[src/hw/rtl/cmfm_pkg.sv]
package cmfm_pkg;

  localparam int CHASSIS_MOTORS_DEF = 4;

  localparam int ID_W       = 11;
  localparam int PAYLOAD_W  = 64;
  localparam int ANGLE_W    = 16;
  localparam int SPEED_W    = 16;
  localparam int CURRENT_W  = 16;
  localparam int TEMP_W     = 8;
  localparam int TURNS_W    = 32;
  localparam int TURN_LOG2  = 13;
  localparam int UNWRAP_W   = TURNS_W + TURN_LOG2;
  localparam int SLOT_OUT_W = 3;

  localparam int TURN_STEP  = 8000;

  localparam int QUEUE_DEPTH = 2;

  localparam int CFG_IDX_W  = 1;
  localparam logic [CFG_IDX_W-1:0] REG_CHASSIS_BASE = 1'd0;
  localparam logic [CFG_IDX_W-1:0] REG_YAW_ID       = 1'd1;

  localparam logic [ID_W-1:0] CHASSIS_BASE_RESET = 11'd513;
  localparam logic [ID_W-1:0] YAW_ID_RESET       = 11'd100;

  typedef struct packed {
    logic [ANGLE_W-1:0]   angle;
    logic [SPEED_W-1:0]   speed;
    logic [CURRENT_W-1:0] current;
    logic [TEMP_W-1:0]    temp;
  } frame_fields_t;

  localparam int FIELDS_W = $bits(frame_fields_t);

endpackage

[src/hw/rtl/can_motor_feedback_multiturn.sv]
// channel | direction | handshake                | payload
// in      | input     | in_valid / in_ready      | in_std_id, in_payload
// out     | output    | out_valid / out_ready    | slot, decoded fields, turns, unwrapped
// cfg     | input     | cfg_valid / cfg_ready    | cfg_index, cfg_data
//
// one item per cycle unless stalled; a match is queued, then registered onto out
// unmatched ids are dropped at the front and produce nothing
// synchronous reset clears per-slot angle and turn state, ids return to 513 and 100
// in_ready falls only when the two-entry queue before the unwrap stage is full
// cfg_ready is always high
module can_motor_feedback_multiturn #(
  parameter int CHASSIS_MOTORS = cmfm_pkg::CHASSIS_MOTORS_DEF
) (
  input  logic                                     clk,
  input  logic                                     rst_n,
  input  logic                                     in_valid,
  output logic                                     in_ready,
  input  logic [cmfm_pkg::ID_W-1:0]                in_std_id,
  input  logic [cmfm_pkg::PAYLOAD_W-1:0]           in_payload,
  output logic                                     out_valid,
  input  logic                                     out_ready,
  output logic [cmfm_pkg::SLOT_OUT_W-1:0]          out_motor_slot,
  output logic signed [cmfm_pkg::ANGLE_W-1:0]      out_rotor_angle,
  output logic signed [cmfm_pkg::SPEED_W-1:0]     out_rotor_speed,
  output logic signed [cmfm_pkg::CURRENT_W-1:0]   out_torque_current,
  output logic [cmfm_pkg::TEMP_W-1:0]             out_temperature,
  output logic signed [cmfm_pkg::TURNS_W-1:0]     out_turns,
  output logic signed [cmfm_pkg::UNWRAP_W-1:0]    out_unwrapped_angle,
  input  logic                                     cfg_valid,
  output logic                                     cfg_ready,
  input  logic [cmfm_pkg::CFG_IDX_W-1:0]           cfg_index,
  input  logic [cmfm_pkg::ID_W-1:0]                cfg_data
);

  localparam int SLOT_W = $clog2(CHASSIS_MOTORS + 1);
  localparam int Q_W    = SLOT_W + cmfm_pkg::FIELDS_W;

  logic                    push_valid;
  logic                    push_ready;
  logic [SLOT_W-1:0]       push_slot;
  cmfm_pkg::frame_fields_t push_fields;
  logic                    q_valid;
  logic                    q_pop;
  logic [Q_W-1:0]          q_data;
  logic [SLOT_W-1:0]       q_slot;
  cmfm_pkg::frame_fields_t q_fields;

  cmfm_front #(
    .CHASSIS_MOTORS(CHASSIS_MOTORS),
    .SLOT_W(SLOT_W)
  ) u_front (
    .clk        (clk),
    .rst_n      (rst_n),
    .in_valid   (in_valid),
    .in_ready   (in_ready),
    .in_std_id  (in_std_id),
    .in_payload (in_payload),
    .cfg_valid  (cfg_valid),
    .cfg_ready  (cfg_ready),
    .cfg_index  (cfg_index),
    .cfg_data   (cfg_data),
    .push_valid (push_valid),
    .push_ready (push_ready),
    .push_slot  (push_slot),
    .push_fields(push_fields)
  );

  cmfm_queue #(
    .WIDTH(Q_W),
    .DEPTH(cmfm_pkg::QUEUE_DEPTH)
  ) u_queue (
    .clk     (clk),
    .rst_n   (rst_n),
    .wr_valid(push_valid),
    .wr_ready(push_ready),
    .wr_data ({push_slot, push_fields}),
    .rd_valid(q_valid),
    .rd_pop  (q_pop),
    .rd_data (q_data)
  );

  assign q_slot   = q_data[Q_W-1:cmfm_pkg::FIELDS_W];
  assign q_fields = q_data[cmfm_pkg::FIELDS_W-1:0];

  cmfm_back #(
    .CHASSIS_MOTORS(CHASSIS_MOTORS),
    .SLOT_W(SLOT_W)
  ) u_back (
    .clk                (clk),
    .rst_n              (rst_n),
    .q_valid            (q_valid),
    .q_pop              (q_pop),
    .q_slot             (q_slot),
    .q_fields           (q_fields),
    .out_valid          (out_valid),
    .out_ready          (out_ready),
    .out_motor_slot     (out_motor_slot),
    .out_rotor_angle    (out_rotor_angle),
    .out_rotor_speed    (out_rotor_speed),
    .out_torque_current (out_torque_current),
    .out_temperature    (out_temperature),
    .out_turns          (out_turns),
    .out_unwrapped_angle(out_unwrapped_angle)
  );

endmodule

[src/hw/rtl/cmfm_front.sv]
module cmfm_front #(
  parameter int CHASSIS_MOTORS = cmfm_pkg::CHASSIS_MOTORS_DEF,
  parameter int SLOT_W = $clog2(CHASSIS_MOTORS + 1)
) (
  input  logic                                clk,
  input  logic                                rst_n,
  input  logic                                in_valid,
  output logic                                in_ready,
  input  logic [cmfm_pkg::ID_W-1:0]           in_std_id,
  input  logic [cmfm_pkg::PAYLOAD_W-1:0]      in_payload,
  input  logic                                cfg_valid,
  output logic                                cfg_ready,
  input  logic [cmfm_pkg::CFG_IDX_W-1:0]      cfg_index,
  input  logic [cmfm_pkg::ID_W-1:0]           cfg_data,
  output logic                                push_valid,
  input  logic                                push_ready,
  output logic [SLOT_W-1:0]                   push_slot,
  output cmfm_pkg::frame_fields_t             push_fields
);

  logic [cmfm_pkg::ID_W-1:0] chassis_base_r, chassis_base_nxt;
  logic [cmfm_pkg::ID_W-1:0] yaw_id_r, yaw_id_nxt;
  logic [cmfm_pkg::ID_W:0]   offset;
  logic                      chassis_hit;
  logic                      yaw_hit;

  assign cfg_ready = 1'b1;

  always_comb begin
    chassis_base_nxt = chassis_base_r;
    yaw_id_nxt       = yaw_id_r;
    if (cfg_valid) begin
      case (cfg_index)
        cmfm_pkg::REG_CHASSIS_BASE: chassis_base_nxt = cfg_data;
        cmfm_pkg::REG_YAW_ID:       yaw_id_nxt = cfg_data;
        default: ;
      endcase
    end
  end

  always_ff @(posedge clk) begin
    if (!rst_n) begin
      chassis_base_r <= cmfm_pkg::CHASSIS_BASE_RESET;
      yaw_id_r       <= cmfm_pkg::YAW_ID_RESET;
    end else begin
      chassis_base_r <= chassis_base_nxt;
      yaw_id_r       <= yaw_id_nxt;
    end
  end

  // id classification, chassis window wins over yaw
  assign offset = {1'b0, in_std_id} - {1'b0, chassis_base_r};
  assign chassis_hit = !offset[cmfm_pkg::ID_W] &&
                       (offset[cmfm_pkg::ID_W-1:0] < cmfm_pkg::ID_W'(CHASSIS_MOTORS));
  assign yaw_hit = (in_std_id == yaw_id_r);

  always_comb begin
    if (chassis_hit) begin
      push_slot = SLOT_W'(offset[cmfm_pkg::ID_W-1:0]) + SLOT_W'(1);
    end else begin
      push_slot = '0;
    end
  end

  assign push_fields.angle   = in_payload[63:48];
  assign push_fields.speed   = in_payload[47:32];
  assign push_fields.current = in_payload[31:16];
  assign push_fields.temp    = in_payload[15:8];

  assign in_ready   = push_ready;
  assign push_valid = in_valid && (chassis_hit || yaw_hit);

endmodule

[src/hw/rtl/cmfm_queue.sv]
module cmfm_queue #(
  parameter int WIDTH = 8,
  parameter int DEPTH = cmfm_pkg::QUEUE_DEPTH
) (
  input  logic             clk,
  input  logic             rst_n,
  input  logic             wr_valid,
  output logic             wr_ready,
  input  logic [WIDTH-1:0] wr_data,
  output logic             rd_valid,
  input  logic             rd_pop,
  output logic [WIDTH-1:0] rd_data
);

  localparam int PTR_W = (DEPTH > 1) ? $clog2(DEPTH) : 1;
  localparam int CNT_W = $clog2(DEPTH + 1);

  logic [WIDTH-1:0] mem_r [DEPTH];
  logic [PTR_W-1:0] wr_ptr_r, wr_ptr_nxt;
  logic [PTR_W-1:0] rd_ptr_r, rd_ptr_nxt;
  logic [CNT_W-1:0] count_r, count_nxt;
  logic             push;
  logic             pop;

  assign wr_ready = (count_r != CNT_W'(DEPTH));
  assign rd_valid = (count_r != '0);
  assign rd_data  = mem_r[rd_ptr_r];
  assign push     = wr_valid && wr_ready;
  assign pop      = rd_pop && rd_valid;

  always_comb begin
    wr_ptr_nxt = wr_ptr_r;
    rd_ptr_nxt = rd_ptr_r;
    count_nxt  = count_r;
    if (push) begin
      wr_ptr_nxt = (wr_ptr_r == PTR_W'(DEPTH - 1)) ? '0 : wr_ptr_r + PTR_W'(1);
    end
    if (pop) begin
      rd_ptr_nxt = (rd_ptr_r == PTR_W'(DEPTH - 1)) ? '0 : rd_ptr_r + PTR_W'(1);
    end
    case ({push, pop})
      2'b10:   count_nxt = count_r + CNT_W'(1);
      2'b01:   count_nxt = count_r - CNT_W'(1);
      default: count_nxt = count_r;
    endcase
  end

  always_ff @(posedge clk) begin
    if (!rst_n) begin
      wr_ptr_r <= '0;
      rd_ptr_r <= '0;
      count_r  <= '0;
    end else begin
      wr_ptr_r <= wr_ptr_nxt;
      rd_ptr_r <= rd_ptr_nxt;
      count_r  <= count_nxt;
    end
  end

  always_ff @(posedge clk) begin
    if (push) begin
      mem_r[wr_ptr_r] <= wr_data;
    end
  end

endmodule

[src/hw/rtl/cmfm_back.sv]
module cmfm_back #(
  parameter int CHASSIS_MOTORS = cmfm_pkg::CHASSIS_MOTORS_DEF,
  parameter int SLOT_W = $clog2(CHASSIS_MOTORS + 1)
) (
  input  logic                                     clk,
  input  logic                                     rst_n,
  input  logic                                     q_valid,
  output logic                                     q_pop,
  input  logic [SLOT_W-1:0]                        q_slot,
  input  cmfm_pkg::frame_fields_t                  q_fields,
  output logic                                     out_valid,
  input  logic                                     out_ready,
  output logic [cmfm_pkg::SLOT_OUT_W-1:0]          out_motor_slot,
  output logic signed [cmfm_pkg::ANGLE_W-1:0]      out_rotor_angle,
  output logic signed [cmfm_pkg::SPEED_W-1:0]     out_rotor_speed,
  output logic signed [cmfm_pkg::CURRENT_W-1:0]   out_torque_current,
  output logic [cmfm_pkg::TEMP_W-1:0]             out_temperature,
  output logic signed [cmfm_pkg::TURNS_W-1:0]     out_turns,
  output logic signed [cmfm_pkg::UNWRAP_W-1:0]    out_unwrapped_angle
);

  localparam int SLOTS = CHASSIS_MOTORS + 1;
  localparam int AW    = cmfm_pkg::ANGLE_W;
  localparam int TW    = cmfm_pkg::TURNS_W;
  localparam int TL    = cmfm_pkg::TURN_LOG2;
  localparam logic signed [AW:0] STEP_POS = (AW + 1)'(cmfm_pkg::TURN_STEP);
  localparam logic signed [AW:0] STEP_NEG = -STEP_POS;

  logic [AW-1:0]        prev_angle_r [SLOTS];
  logic [TW-1:0]        turn_count_r [SLOTS];
  logic                 out_valid_r, out_valid_nxt;
  logic [cmfm_pkg::SLOT_OUT_W-1:0] slot_r;
  cmfm_pkg::frame_fields_t         fields_r;
  logic [TW-1:0]        turns_r;
  logic [TW-1:0]        unwrap_hi_r;

  logic [AW-1:0]        angle;
  logic [AW-1:0]        prev;
  logic signed [AW:0]   step;
  logic [TW-1:0]        turn_nxt;
  logic [TW-1:0]        unwrap_hi;

  assign q_pop = q_valid && (!out_valid_r || out_ready);

  assign angle = q_fields.angle;
  assign prev  = prev_angle_r[q_slot];
  assign step  = $signed({angle[AW-1], angle}) - $signed({prev[AW-1], prev});

  always_comb begin
    turn_nxt = turn_count_r[q_slot];
    if (step < STEP_NEG) begin
      turn_nxt = turn_count_r[q_slot] + TW'(1);
    end else if (step > STEP_POS) begin
      turn_nxt = turn_count_r[q_slot] - TW'(1);
    end
  end

  // upper part of angle + turns * 8192: low bits pass straight through
  assign unwrap_hi = turn_nxt + {{(TW - AW + TL){angle[AW-1]}}, angle[AW-1:TL]};

  always_comb begin
    out_valid_nxt = out_valid_r;
    if (q_pop) begin
      out_valid_nxt = 1'b1;
    end else if (out_ready) begin
      out_valid_nxt = 1'b0;
    end
  end

  always_ff @(posedge clk) begin
    if (!rst_n) begin
      out_valid_r <= 1'b0;
      for (int i = 0; i < SLOTS; i++) begin
        prev_angle_r[i] <= '0;
        turn_count_r[i] <= '0;
      end
    end else begin
      out_valid_r <= out_valid_nxt;
      if (q_pop) begin
        prev_angle_r[q_slot] <= angle;
        turn_count_r[q_slot] <= turn_nxt;
      end
    end
  end

  always_ff @(posedge clk) begin
    if (q_pop) begin
      slot_r      <= cmfm_pkg::SLOT_OUT_W'(q_slot);
      fields_r    <= q_fields;
      turns_r     <= turn_nxt;
      unwrap_hi_r <= unwrap_hi;
    end
  end

  assign out_valid           = out_valid_r;
  assign out_motor_slot      = slot_r;
  assign out_rotor_angle     = fields_r.angle;
  assign out_rotor_speed     = fields_r.speed;
  assign out_torque_current  = fields_r.current;
  assign out_temperature     = fields_r.temp;
  assign out_turns           = turns_r;
  assign out_unwrapped_angle = {unwrap_hi_r, fields_r.angle[TL-1:0]};

endmodule

[config.mk]
export PLATFORM = sky130hd
export DESIGN_NAME = can_motor_feedback_multiturn
export DESIGN_NICKNAME = d
export VERILOG_FILES = /design/src/hw/rtl/cmfm_pkg.sv /design/src/hw/rtl/can_motor_feedback_multiturn.sv /design/src/hw/rtl/cmfm_front.sv /design/src/hw/rtl/cmfm_queue.sv /design/src/hw/rtl/cmfm_back.sv
export SDC_FILE = /design/constraint.sdc
export NUM_CORES = 1
export LEC_CHECK = 0
export BUFFER_PORTS_ARGS = -buffer_cell sky130_fd_sc_hd__buf_2
export CORE_MARGIN = 4
export CORE_UTILIZATION = 35
export CTS_CLUSTER_SIZE = 28
export DETAILED_ROUTE_END_ITERATION = 6
export PLACE_DENSITY = 0.55
export SETUP_SLACK_MARGIN = 0.3
export SLEW_MARGIN = 20
export SYNTH_ARGS = -nofsm -noshare
export SYNTH_HDL_FRONTEND = slang
export SYNTH_HIERARCHICAL = 1
export SYNTH_SLANG_ARGS = --single-unit
[constraint.sdc]
create_clock -name clk -period 10 [get_ports clk]
set_input_delay 1 -clock clk [delete_from_list [all_inputs] [get_ports clk]]
set_output_delay 1 -clock clk [all_outputs]
set_load 0.005 [all_outputs]
# [Word level (Yosys, flattened, before mapping)]
# Memories as Yosys holds them, arrays and structs flattened. A register that Yosys moved wholly into a read port is not among the register bits.
# Index checks and enable logic that the tools add are counted.
[op_classes] n_addsub=10 magnitude_cmp=3 n_eq_ne=4 n_mux=22 bitwise_logic=1 reduce_logical=16
[ops] op="32-bit 2-to-1 mux" n=3
[ops] op="32-bit by 1-bit adder with 32-bit output, second input constant" n=1
[ops] op="32-bit adder" n=1
[ops] op="32-bit OR reduction" n=1
[ops] op="32-bit by 1-bit subtractor with 32-bit output, second input constant" n=1
[ops] op="17-bit by 14-bit > comparator with 1-bit output, second input constant" n=1
[ops] op="17-bit by 14-bit < comparator with 1-bit output, second input constant" n=1
[ops] op="16-bit by 16-bit subtractor with 17-bit output" n=1
[ops] op="16-bit 2-to-1 mux" n=1
[ops] op="16-bit OR reduction" n=1
[ops] op="1-bit 2-to-1 mux" n=14
[ops] op="11-bit by 11-bit subtractor with 12-bit output" n=1
[ops] op="11-bit == test" n=1
[ops] op="11-bit by 3-bit < comparator with 1-bit output, second input constant" n=1
[ops] op="3-bit 2-to-1 mux" n=3
[ops] op="2-bit nonzero test" n=3
[ops] op="1-bit logical AND" n=5
[ops] op="2-bit one-hot mux with 2 select lines" n=1
[ops] op="2-bit AND reduction" n=2
[ops] op="3-bit by 1-bit adder with 3-bit output, second input constant" n=1
[ops] op="1-bit adder, second input constant" n=2
[ops] op="2-bit by 1-bit adder with 2-bit output, second input constant" n=1
[ops] op="2-bit by 1-bit == test with 1-bit output, second input constant" n=1
[ops] op="2-bit == test, second input constant" n=1
[ops] op="5 further kinds" n=7
[word_totals] reg_bits=150 mem_bits_rw=358 in_bits=92 output_inout_bits=139 wordCells=72 mem_count=3
[memory_table] memory="u_back.turn_count_r" words=5 width=32 rd=1 rd_clocked_by_memory_dff=0 wr=5 line_no="cmfm_back.sv:30" rtl="logic [TW-1:0] turn_count_r [SLOTS];"
[memory_table] memory="u_queue.mem_r" words=2 width=59 rd=1 rd_clocked_by_memory_dff=1 wr=1 line_no="cmfm_queue.sv:18" rtl="logic [WIDTH-1:0] mem_r [DEPTH];"
[memory_table] memory="u_back.prev_angle_r" words=5 width=16 rd=1 rd_clocked_by_memory_dff=0 wr=5 line_no="cmfm_back.sv:29" rtl="logic [AW-1:0] prev_angle_r [SLOTS];"

# [Depth between registers and ports, before layout]
# Gate-level depths: netlist of run 1.
[logic_depth] word_depth=8 mapped_depth=42 ltp_nobuf=33

# [Hierarchy]
# The synthesis of run 1 kept the hierarchy.
[by_module_without_submodules] mod="cmfm_back" n_inst=1 cells_per_inst=1684 area_each_um2=23442.5
[by_module_without_submodules] mod="cmfm_queue" n_inst=1 cells_per_inst=208 area_each_um2=4489.3
[by_module_without_submodules] mod="cmfm_front" n_inst=1 cells_per_inst=263 area_each_um2=2068.2

# [Worst setup path after synthesis of run 1]
# Ideal clock, no wire load.
[synth_timing] kind="register to register" from="reg (tool-made name)" to="reg u_back.unwrap_hi_r[30] (data pin)" arrival_time_ps=8476 setup_slack_ps=1262 stages_incl_launch_ff=39 path_buffers=9 synth_period_minus_slack_ps=8738 cell_sequence="dfxtp_1 -> clkbuf_1 -> buf_6 -> mux2_2 -> buf_6 -> buf_6 -> buf_2 -> buf_2 -> buf_4 -> clkbuf_1 -> mux2_2 -> a221oi_1 -> o21ai_0 -> ha_1 -> fa_1 -> nor2b_1 -> o211ai_1 -> a21o_1 -> [... 3 more ...] -> a21boi_1 -> buf_2 -> or3_1 -> o32a_1 -> xor2_1 -> inv_1 -> ha_1 -> a21o_1 -> a21o_1 -> a21o_1 -> a21oi_1 -> nor2b_1 -> a311oi_1 -> o21ai_0 -> or4_1 -> a31oi_1 -> o21ai_1 -> xor2_1"
[synth_rtl] item="end signal: assignment" line_no="cmfm_back.sv:91" rtl="unwrap_hi_r <= unwrap_hi;"
[synth_rtl] item="end: declaration" line_no="cmfm_back.sv:35" rtl="logic [TW-1:0] unwrap_hi_r;"

==> results of run 1 <==
-- worst paths after layout --
check,to,slack (ns)
max,u_back/unwrap_hi_r[30],0.66
min,u_front/chassis_base_r[7],0.47
max reg2reg,u_back/unwrap_hi_r[30],0.66
min reg2reg,u_front/chassis_base_r[7],0.47
-- cell usage in the layout, fill, tap and decap left out, types with 21 or more instances in the layout --
cell type  netlist  final
a21oi_1         58     58
a221oi_1        36     36
a22oi_1         36     36
and3_1          80     77
buf_2           19    221
buf_4           83     85
clkbuf_16        0     76
clkinv_1         1     21
dfxtp_1         28     27
edfxtp_1       625    625
ha_1            62     62
inv_1           81     80
mux2_2          86     85
mux2i_1         35     35
mux4_2          31     31
nand2_1        117    111
nor2_1         238    238
nor3_1          25     25
o21ai_0         34     33
xnor2_1         33     32
xor2_1          35     35
-- flip-flops by register name, indices dropped and copies added, names as in the netlist, named ones only --
signal	cells
u_back/out_motor_slot	3
u_back/out_rotor_angle	16
u_back/out_rotor_speed	16
u_back/out_temperature	8
u_back/out_torque_current	16
u_back/out_turns	32
u_back/out_valid	1
u_back/prev_angle_r	128
u_back/turn_count_r	256
u_back/unwrap_hi_r	32
u_front/chassis_base_r	11
u_front/yaw_id_r	11
u_queue/count_r	2
u_queue/mem_r	118
u_queue/rd_ptr_r	1
u_queue/wr_ptr_r	1
-- critical path, delay by kind of cell, from the launching register on --
family          cells  cell delay (ns)
compound gates     15             4.08
xor+xnor            2             0.57
fa+ha+maj           3             1.10
buf+inv             5             0.72
flops               1             0.57
mux                 1             0.49
simple gates        9             1.52
-- layout make-up --
type                            count  area share
Clock inverter                     51      0.0116
Clock buffer                       88      0.0561
Tap cell                         1144      0.0413
Antenna cell                        3    0.000216
Multi-Input combinational cell   1259       0.273
Inverter                           82     0.00888
Timing Repair Buffer              308      0.0512
Sequential cell                   653       0.557
-- cell usage after synthesis, types with 25 or more instances --
cell type | number | area share
xnor2_1 | 33 | 0.0096
mux2i_1 | 35 | 0.012
buf_4 | 83 | 0.021
mux4_2 | 31 | 0.023
a221oi_1 | 36 | 0.011
a21oi_1 | 58 | 0.0097
dfxtp_1 | 28 | 0.019
inv_1 | 81 | 0.010
nand2_1 | 117 | 0.015
edfxtp_1 | 625 | 0.63
nor2_1 | 238 | 0.030
o21ai_0 | 34 | 0.0057
mux2_2 | 86 | 0.032
xor2_1 | 35 | 0.010
clkbuf_1 | 50 | 0.0063
and3_1 | 80 | 0.017
nor3_1 | 25 | 0.0042
a22oi_1 | 36 | 0.0090
ha_1 | 62 | 0.026
-- cell families after synthesis --
kind of cell	count (synthesis)
multiplexers	154
other	1
buffers and inverters	244
AO/OA/AOI/OAI	344
AND/OR/NAND/NOR	613
flip-flops	653
adder cells (fa/ha/maj)	65
XOR/XNOR	81
-- layer usage --
layer / vias to the layer above / track usage / wire [um] / part of all wire
met5: - / 0 / 72 / 0.00087
met4: 10 / 0.0537 / 2200 / 0.027
met2: 723 / 0.291 / 38800 / 0.47
met3: 165 / 0.0417 / 6120 / 0.074
met1: 9737 / 0.239 / 35900 / 0.43
li1: 8601 / - / - / -
-- what timing repair did --
| item | in CTS | in global routing |
|---|---|---|
| gates resized for setup | 1 | 8 |
| endpoints found under the hold margin | 0 | 0 |
| endpoints found under the setup margin | 1 | 3 |
| gates cloned | 0 | 1 |
| pin swaps | 0 | 0 |
-- power breakdown --
group | internal (mW) | switching (mW)
logic | 0.0547 | 0.101
clock network | 1.49 | 1.13
registers | 3.01 | 0.0119
total | 4.56 | 1.24
==> results.md, run 1 <==
* Slowest cell delay on critical path at around 0.57 ns
* Placed cell area at 0.0323 sq mm
* Final nets at about 2,500
* Via density at 5.36
* CTS root buffer: clkbuf_16
* First-pass GRT wire length at about 120 mm
* Worst-path maximum fanout at 24
* Final worst-path cycle share at 0.934
* Die area at a little over 0.09 sq mm
* Hold Startpoint: u_front/chassis_base_r[7]
* Ys async rst share at 0
* Clock Latency Late Sink at about 0.63 ns
* Crit path DAT at between 9 and 10 ns
* Vias in the first global route at just under 20,000
* Setup CP Type: flop to flop
* Final Max Tran Viols at 0
* Mapped Avg Cell Area at between 10 and 15 sq um
* Final Hold Viols at 0
* Setup Slack @ Placement at 0.352 ns
* Port bufs at around 220
* Clock sink total at ~650
* Total Power at 5.80 mW
* Share of layout cells above drive strength 1 at 0.246
* Clock slew seen by the registers of the worst setup and hold paths at ~0.060 ns
* 1st-pass router iterations at 6
* Compound-Gate Fraction of Synth Area at 0.0869
* Rel. slew slack at 0.249
* Post-synthesis simple-gate area fraction at 0.102
* Gate Count Post-Synth at between 2,000 and 2,500
* Max-cap viol count at 0
* Post-route cell area at 0.0347 sq mm
* Initial antenna violation count at 8
* Multi-input gate area at 0.00948 sq mm
* RSZ-0062 raised after global routing: false
* EDFF count, synth at around 630
* Overflow after GRT at 0
* Register area at 0.0193 sq mm
* Slowest cell on the critical path: dfxtp_2
* ANT nets after route at 0
* CTS tree: done
* Fin crit period at a little over 9 ns
* # setup viols final at 0
* Status: complete, no violations
* Finished Layout Cells at between 3,000 and 4,000
* Placed cells at around 3,400
* Worst EP required at a little over 10 ns
* Synth Warn # at 6
* Core Footprint at ~0.085 sq mm
* Rows at ~110
* Syn_nets at around 2,300
* Hold_buf cts at 0
* I/O pin count at 231
* Vias at about 19,000
* Synth Area in XOR/XNOR at 0.0279
* Clk buf depth at 3
* Largest net degree at the start of global routing at 60
* Hold depth at 2
* Pleak at 12.9 nW
* Sum Neg Setup Slack at 0 ns
* Syn-to-layout area delta at 15.6%
* Pwr dens at roughly 170 mW/mm^2
* Synth Register Bits at between 600 and 700
* Final worst slack at 0.663 ns
* H-tree levels at 3
* Final hold slack at 0.469 ns
* Post-CTS setup buffers at 0
* Hpwl dp at roughly 50 mm
* Fillers at slightly below 8,000
* Chip height at 301 um
* Mux share of post-synthesis cell area at 0.0681
* WL per Instance at 23.2 um
* Worst-Margin Slew at 1.13 ns
* Post-Syn Area at 0.0300 sq mm
* CP Capture Type: flop
* Post-synthesis adder-cell area fraction at 0.0279
* Register area share after synthesis at 0.644
* Top FF cell, synth: edfxtp_1
* Min-delay worst type: flop to flop
* CTS buffer count at 76
* Final WL at around 83 mm
* FMAX at approximately 110 MHz
* Combinational family with the most area after synthesis: simple AND/OR/NAND/NOR gates
* Gpl congestion at between 0.8 and 0.9
* DRT iter0 DRCs at ~1,600
* Max Clock Skew at between 0.015 and 0.02 ns
* Startpoint Class: flop
* Synth unique cells at between 100 and 150
* Die span in x at roughly 300 um
* Gr usage total at 0.179
* Peak VDD IR at between 0.0001 and 0.00015 V
* Final cell utilization of the core at 0.407
* # DRC at 0
* Initial Utilization at 0.352
* Worst reg2reg path depth at 35
(Power assumes the default switching activity.)
==> run 2: changes to the inputs <==
--- a/config.mk
+++ b/config.mk
@@ -5,6 +5,7 @@
 export SDC_FILE = /design/constraint.sdc
 export NUM_CORES = 1
 export LEC_CHECK = 0
+export ABC_AREA = 1
 export BUFFER_PORTS_ARGS = -buffer_cell sky130_fd_sc_hd__buf_2
 export CORE_MARGIN = 4
 export CORE_UTILIZATION = 35
==> results.md, run 2 <==
* Most numerous cell in the Yosys netlist: nand2_1
* Worst-Margin Slew at 0.985 ns (-0.142 ns)
* Pwr dens at 161 mW/mm^2 (-3.5%)
* Peak VDD IR at 0.000114 V (-8.6%)
* Fin crit period at 8.57 ns (-0.765 ns)
* EDFF count, synth at 625 (unchanged)
* Startpoint Class: flop
* WL per Instance at 18.7 um (-19%)
* Via density at 4.84 (-9.7%)
* Clock slew seen by the registers of the worst setup and hold paths at 0.06 ns (about the same)
* Biggest register: u_back/turn_count_r
* Largest net degree at the start of global routing at 82 (+37%)
* Sum Neg Setup Slack at 0 ns (unchanged)
* Gate Count Post-Synth at 3,242 (+50%)
* Ys async rst share at 0 (unchanged)
* FMAX at 117 MHz (+8.9%)
* Synth Register Bits at 653 (unchanged)
* CTS root buffer: clkbuf_16
* H-tree levels at 3 (unchanged)
* Pint at 4.59 mW (+0.64%)
* Largest register FFs at 256 (unchanged)
* Status: complete, no violations
* First-pass GRT wire length at 133 mm (+8.7%)
* Worst-path maximum fanout at 22 (-8.3%)
* Top cell by count, worst path: nand2_1
* Comb pwr share at 0.038 (+0.011)
* Hold_buf cts at 0 (unchanged)
* Worst EP required at 10.38 ns (+0.02 ns)
* Max-cap viol count at 0 (unchanged)
* Pleak at 14.8 nW (+14%)
* Slowest cell delay on critical path at 0.71 ns (+0.14 ns)
* Registers with the most flip-flops: u_back/turn_count_r (256), u_back/prev_angle_r (128), u_queue/mem_r (118)
* Syn-to-layout area delta at 12.7%
* Die area at 0.0967 sq mm (+6.9%)
* Top post-synthesis cells by count: nand2_1 (1,120), edfxtp_1 (625), nor2_1 (410)
* Gr usage total at 0.177 (-0.00162)
* Most frequent cells in the layout: nand2_1 (1,110), edfxtp_1 (625), nor2_1 (405)
* CTS tree: done
* Synth Warn # at 6 (unchanged)
* P_sw at 1.25 mW (+1.2%)
* Synth top area cells: edfxtp_1 (58%), nand2_1 (13%), nor2_1 (4.8%)
* Final Max Tran Viols at 0 (unchanged)
* Clock Latency Late Sink at 0.63 ns (about the same)
* Die span in x at 311 um (+3.4%)
* Leading area contributor after synthesis: edfxtp_1
* Placed cell area at 0.0339 sq mm (+5.0%)
* 1st-pass router iterations at 6 (unchanged)
* Initial antenna violation count at 3 (-5)
* CP Capture Type: flop
* Vias in the first global route at 22,300 (+14%)
* Crit path DAT at 8.96 ns (-0.74 ns)
* Clk buf depth at 3 (unchanged)
* Min-delay worst type: flop to flop
* Slowest cell on the critical path: inv_1
* Share of layout cells above drive strength 1 at 0.156 (-0.0903)
* Max Clock Skew at 0.0222 ns (+0.00263 ns)
* Synth unique cells at 55 (-49%)
* Gpl congestion at 0.913 (+6.6%)
* Final worst-path cycle share at 0.857 (-0.0765)
* Top FF cell, synth: edfxtp_1
* Final WL at 86.5 mm (+4.1%)
* CTS buffer count at 74 (-2.6%)
* # DRC at 0 (unchanged)
* Initial Utilization at 0.355 (+0.00249)
* Rows at 110 (+2.8%)
* Core Footprint at 0.0906 sq mm (+6.4%)
* Chip height at 311 um (+3.4%)
* Port bufs at 221 (unchanged)
* ANT nets after route at 0 (unchanged)
* Hpwl dp at 55.0 mm (+8.1%)
* Setup CP Type: flop to flop
* Clock sink total at 653 (unchanged)
* Post-Syn Area at 0.0321 sq mm (+7.1%)
* Overflow after GRT at 0 (unchanged)
* # setup viols final at 0 (unchanged)
* Mapped Avg Cell Area at 9.91 sq um (-29%)
* Register area share after synthesis at 0.602 (-0.0428)
* Sw frac at 0.215 (+0.000897)
* Final nets at 3,552 (+40%)
* Vias at 22,400 (+17%)
* RSZ-0062 raised after global routing: false
* Seq pwr share at 0.519 (-0.003)
* Syn_nets at 3,399 (+47%)
* Post-CTS setup buffers at 0 (unchanged)
* DRT iter0 DRCs at 1,729 (+8.3%)
* I/O pin count at 231 (unchanged)
* Most common cell after layout, fill and taps aside: nand2_1
* Rel. slew slack at 0.344 (+0.0946)
* PostCTS Resize Cnt at 0 (-1)
* Post-route cell area at 0.0362 sq mm (+4.4%)
* Post-synth top area share at 0.584 (-0.0415)
* Clock power frac at 0.442 (-0.009)
* Final Hold Viols at 0 (unchanged)
run 2: changes by cell type in the layout (fill, tap and decap cells not counted), moves of 22 or more:
| cell | delta |
|---|---|
| a221oi_1 | -22 |
| and3_1 | -77 |
| buf_4 | -53 |
| inv_1 | +128 |
| mux2_2 | -37 |
| mux2i_1 | -35 |
| mux4_2 | -31 |
| nand2_1 | +999 |
| nand2_2 | +63 |
| nand3_1 | +61 |
| nor2_1 | +167 |
| xor2_1 | +41 |
run 2: power by group through the flow:
stage	Combinational, mW	Sequential (mW)	Clock [mW]
3_3_place_gp	0.223	3.09	0
4_1_cts	0.226	3.03	2.66
3_5_place_dp	0.225	3.09	0
2_1_floorplan	0.161	3.09	0
5_1_grt	0.253	3.04	2.78
6_report	0.224	3.03	2.58
run 2: worst max-delay path: cells and delay by family, from the launching register on:
| kind | cells | cell delay, ns |
|---|---|---|
| adder cells (fa/ha/maj) | 2 | 0.75 |
| buffers and inverters | 6 | 1.52 |
| AND/OR/NAND/NOR | 23 | 3.31 |
| multiplexers | 1 | 0.44 |
| flip-flops | 1 | 0.37 |
| AO/OA/AOI/OAI | 7 | 1.88 |
run 2: logic make-up after synthesis:
logic type,count (synthesis),synth area share
compound gates,205,0.0392
xor+xnor,93,0.0253
fa+ha+maj,65,0.0260
buf+inv,402,0.0622
flops,653,0.602
mux,59,0.0218
other cells,1,0.000117
simple gates,1764,0.224
run 2: stage by stage:
step	std cells	hold WS [ns]	power, mW	utilization	setup WS [ns]
4_1_cts	4627	0.460	5.92	0.400	1.46
5_1_grt	4629	0.487	6.07	0.400	0.700
2_1_floorplan	3242	0.433	3.25	-	3.59
6_report	4629	0.457	5.84	0.400	1.43
3_5_place_dp	4495	0.449	3.32	0.374	1.49
3_3_place_gp	4495	0.442	3.31	0.374	1.63
run 2: layer usage:
layer | share of wire | track usage
met1 | 0.45 | 0.241
met2 | 0.47 | 0.292
met3 | 0.058 | 0.0322
met4 | 0.023 | 0.0483
met5 | 0.00015 | 0
run 2: worst paths after layout:
check | end | slack, ns | depth (start not counted) | start
max reg2reg | u_back/unwrap_hi_r[31] | 1.43 | 39 | flop
min reg2reg | u_front/chassis_base_r[5] | 0.46 | 2 | u_front/chassis_base_r[5]
min | u_front/chassis_base_r[5] | 0.46 | 2 | u_front/chassis_base_r[5]
max | u_back/unwrap_hi_r[31] | 1.43 | 39 | flop
run 2: final cells by class:
cell class / instances / area, sq um
inverters: 226 / 856
diodes: 2 / 5.00
well taps: 1176 / 1470
repair buffers: 253 / 1350
multi-input cells: 2187 / 10900
clock buffers: 96 / 2000
clock inverters: 36 / 309
fillers: 8954 / 54400
flip-flops and latches: 653 / 19300
==> run 3: changes to the inputs <==
--- a/config.mk
+++ b/config.mk
@@ -7,11 +7,11 @@
 export LEC_CHECK = 0
 export ABC_AREA = 1
 export BUFFER_PORTS_ARGS = -buffer_cell sky130_fd_sc_hd__buf_2
-export CORE_MARGIN = 4
+export CORE_MARGIN = 5
 export CORE_UTILIZATION = 35
 export CTS_CLUSTER_SIZE = 28
 export DETAILED_ROUTE_END_ITERATION = 6
-export PLACE_DENSITY = 0.55
+export PLACE_DENSITY = 0.51
 export SETUP_SLACK_MARGIN = 0.3
 export SLEW_MARGIN = 20
 export SYNTH_ARGS = -nofsm -noshare
==> results.md, run 3 (synthesis gave the netlist of run 2 again) <==
* Status: complete, no violations
* Crit-path leading delay family: simple AND/OR/NAND/NOR gates
* Worst-path maximum fanout at 56 (+150%)
* Worst reg2reg path depth at 36 (-7.7%)
* Clock Latency Late Sink at 0.65 ns (+0.02 ns)
* Worst-Margin Slew at 1.03 ns (+0.0471 ns)
* Sum of buffers and inverters on the critical path at 5 (-1)
* Overflow after GRT at 0 (unchanged)
* Die area at 0.0980 sq mm (+1.3%)
* Gpl congestion at 0.914 (+0.19%)
* P_sw at 1.30 mW (+3.9%)
* Final WL at 87.0 mm (+0.55%)
* First-pass GRT wire length at 133 mm (about the same)
* Registers with the most flip-flops: u_back/turn_count_r (256), u_back/prev_angle_r (128), u_queue/mem_r (118)
* Clock power frac at 0.465 (+0.023)
* Initial antenna violation count at 6 (+3)
* Vias in the first global route at 22,100 (-0.86%)
* Chip height at 313 um (+0.64%)
* Sw frac at 0.214 (-0.000634)
* FMAX at 121 MHz (+3.4%)
* Placed cells at 4,506 (+0.24%)
* Pleak at 14.9 nW (+1.1%)
* Final hold slack at 0.455 ns (-0.00212 ns)
* Hold endpoint: u_front/chassis_base_r[2]
* I/O pin count at 231 (unchanged)
* Min-delay worst type: flop to flop
* Hpwl dp at 54.8 mm (-0.39%)
* Port bufs at 221 (unchanged)
* CTS root buffer: clkbuf_16
* WL per Instance at 18.7 um (+0.13%)
* Seq pwr share at 0.498 (-0.021)
* RSZ-0062 raised after global routing: false
* Slowest cell on the critical path: buf_4
* Pwr dens at 167 mW/mm^2 (+3.4%)
* Startpoint Class: flop
* Clock sink total at 653 (unchanged)
* Clk buf depth at 3 (unchanged)
* # setup viols final at 0 (unchanged)
* Rel. slew slack at 0.310 (-0.0340)
* Comb pwr share at 0.036 (-0.002)
* Clock slew seen by the registers of the worst setup and hold paths at 0.06 ns (about the same)
* Setup CP Type: flop to flop
* Final cell utilization of the core at 0.400 (about the same)
* Final Hold Viols at 0 (unchanged)
* CTS tree: done
* H-tree levels at 3 (unchanged)
* Slowest cell delay on critical path at 0.76 ns (+0.05 ns)
* Core Footprint at 0.0914 sq mm (+0.91%)
* Rows at 111 (+0.91%)
* Setup Slack @ Placement at 1.66 ns (+0.163 ns)
* Hold depth at 2 (unchanged)
* Most frequent cells in the layout: nand2_1 (1,110), edfxtp_1 (625), nor2_1 (405)
* Top cell by count, worst path: nand2_1
* Most common cell after layout, fill and taps aside: nand2_1
* Finished Layout Cells at 4,648 (+0.41%)
* Max-cap viol count at 0 (unchanged)
* Max Clock Skew at 0.0429 ns (+0.0206 ns)
* Final worst slack at 1.71 ns (+0.285 ns)
* Via density at 4.80 (-0.96%)
* CP Capture Type: flop
* Hold_buf cts at 0 (unchanged)
* Sum Neg Setup Slack at 0 ns (unchanged)
* Hold Startpoint: u_front/chassis_base_r[2]
* DRT iter0 DRCs at 1,444 (-16%)
* Final nets at 3,556 (+0.11%)
* Vias at 22,300 (-0.55%)
* Gr usage total at 0.176 (-0.00102)
* Syn-to-layout area delta at 13.6%
* Fin crit period at 8.29 ns (-0.285 ns)
* Final Max Tran Viols at 0 (unchanged)
* # DRC at 0 (unchanged)
* Crit path DAT at 8.66 ns (-0.30 ns)
* Peak VDD IR at 0.000143 V (+25%)
* Final worst-path cycle share at 0.829 (-0.0285)
* Post-CTS setup buffers at 0 (unchanged)
* Pint at 4.79 mW (+4.3%)
* Worst EP required at 10.38 ns (about the same)
* Share of layout cells above drive strength 1 at 0.158 (+0.00248)
* 1st-pass router iterations at 5 (-1)
* Largest register FFs at 256 (unchanged)
* Largest net degree at the start of global routing at 79 (-3.7%)
* PostCTS Resize Cnt at 0 (unchanged)
* CTS buffer count at 77 (+4.1%)
* R2R Path End: u_back/unwrap_hi_r[28]
* Worst R2R Setup Slack at 1.71 ns (+0.29 ns)
* ANT nets after route at 0 (unchanged)
* Biggest register: u_back/turn_count_r
* Die span in x at 313 um (+0.64%)
* Initial Utilization at 0.352 (-0.00320)
==> run 3: cell types whose count changed in the layout (fill, tap and decap cells not counted), sizes merged <==
cell,change
buf,+1
bufinv,+6
clkbuf,+3
clkinv,-1
==> run 3: per-stage QoR <==
stage	total power, mW	cell area [sq um]
2_1_floorplan	3.25	32100
3_5_place_dp	3.31	33900
5_1_grt	6.32	36500
6_report	6.09	36500
3_3_place_gp	3.31	33900
4_1_cts	6.17	36500
==> run 3: worst reg2reg max path, delay by kind of cell (launching register included) <==
family	cells	cell delay, ns
AND/OR/NAND/NOR	22	3.49
buffers and inverters	5	1.72
adder cells (fa/ha/maj)	3	1.09
AO/OA/AOI/OAI	4	0.63
multiplexers	1	0.55
flip-flops	1	0.38
XOR/XNOR	1	0.18
==> run 3: worst max-delay path by stage <==
stage / from / endpoint / slack (ns) / cells after the start
4_1_cts: flop / u_back/unwrap_hi_r[31] / 1.60 / 40
3_5_place_dp: flop / u_back/unwrap_hi_r[31] / 1.66 / 40
3_3_place_gp: flop / u_back/unwrap_hi_r[31] / 1.71 / 42
2_1_floorplan: flop / u_back/unwrap_hi_r[23] / 3.59 / 41
6_report: flop / u_back/unwrap_hi_r[28] / 1.71 / 36
5_1_grt: flop / u_back/unwrap_hi_r[23] / 0.91 / 38
==> run 3: routing by layer <==
metal | global-route usage | vias up | wire length (um)
met5 | 0 | - | 42
met4 | 0.0488 | 8 | 2150
met3 | 0.0315 | 123 | 4160
met2 | 0.295 | 490 | 41000
met1 | 0.237 | 10700 | 39600
li1 | - | 11000 | -
==> run 3: power by group through the flow <==
| stage | sequential [mW] | combinational (mW) | clock (mW) |
|---|---|---|---|
| global route | 3.04 | 0.252 | 3.03 |
| finish | 3.03 | 0.222 | 2.83 |
| global placement | 3.09 | 0.223 | 0 |
| floorplan | 3.09 | 0.161 | 0 |
| detailed placement | 3.09 | 0.225 | 0 |
| CTS | 3.03 | 0.225 | 2.91 |
==> run 3: area by class of cell <==
| class | count | area (sq um) |
|---|---|---|
| antenna | 2 | 5.00 |
| inverter | 226 | 856 |
| clock inverter | 41 | 544 |
| fill | 9167 | 54900 |
| sequential | 653 | 19300 |
| tap | 1186 | 1480 |
| multi-input combinational | 2187 | 10900 |
| clock buffer | 99 | 2040 |
| timing repair buffer | 254 | 1350 |
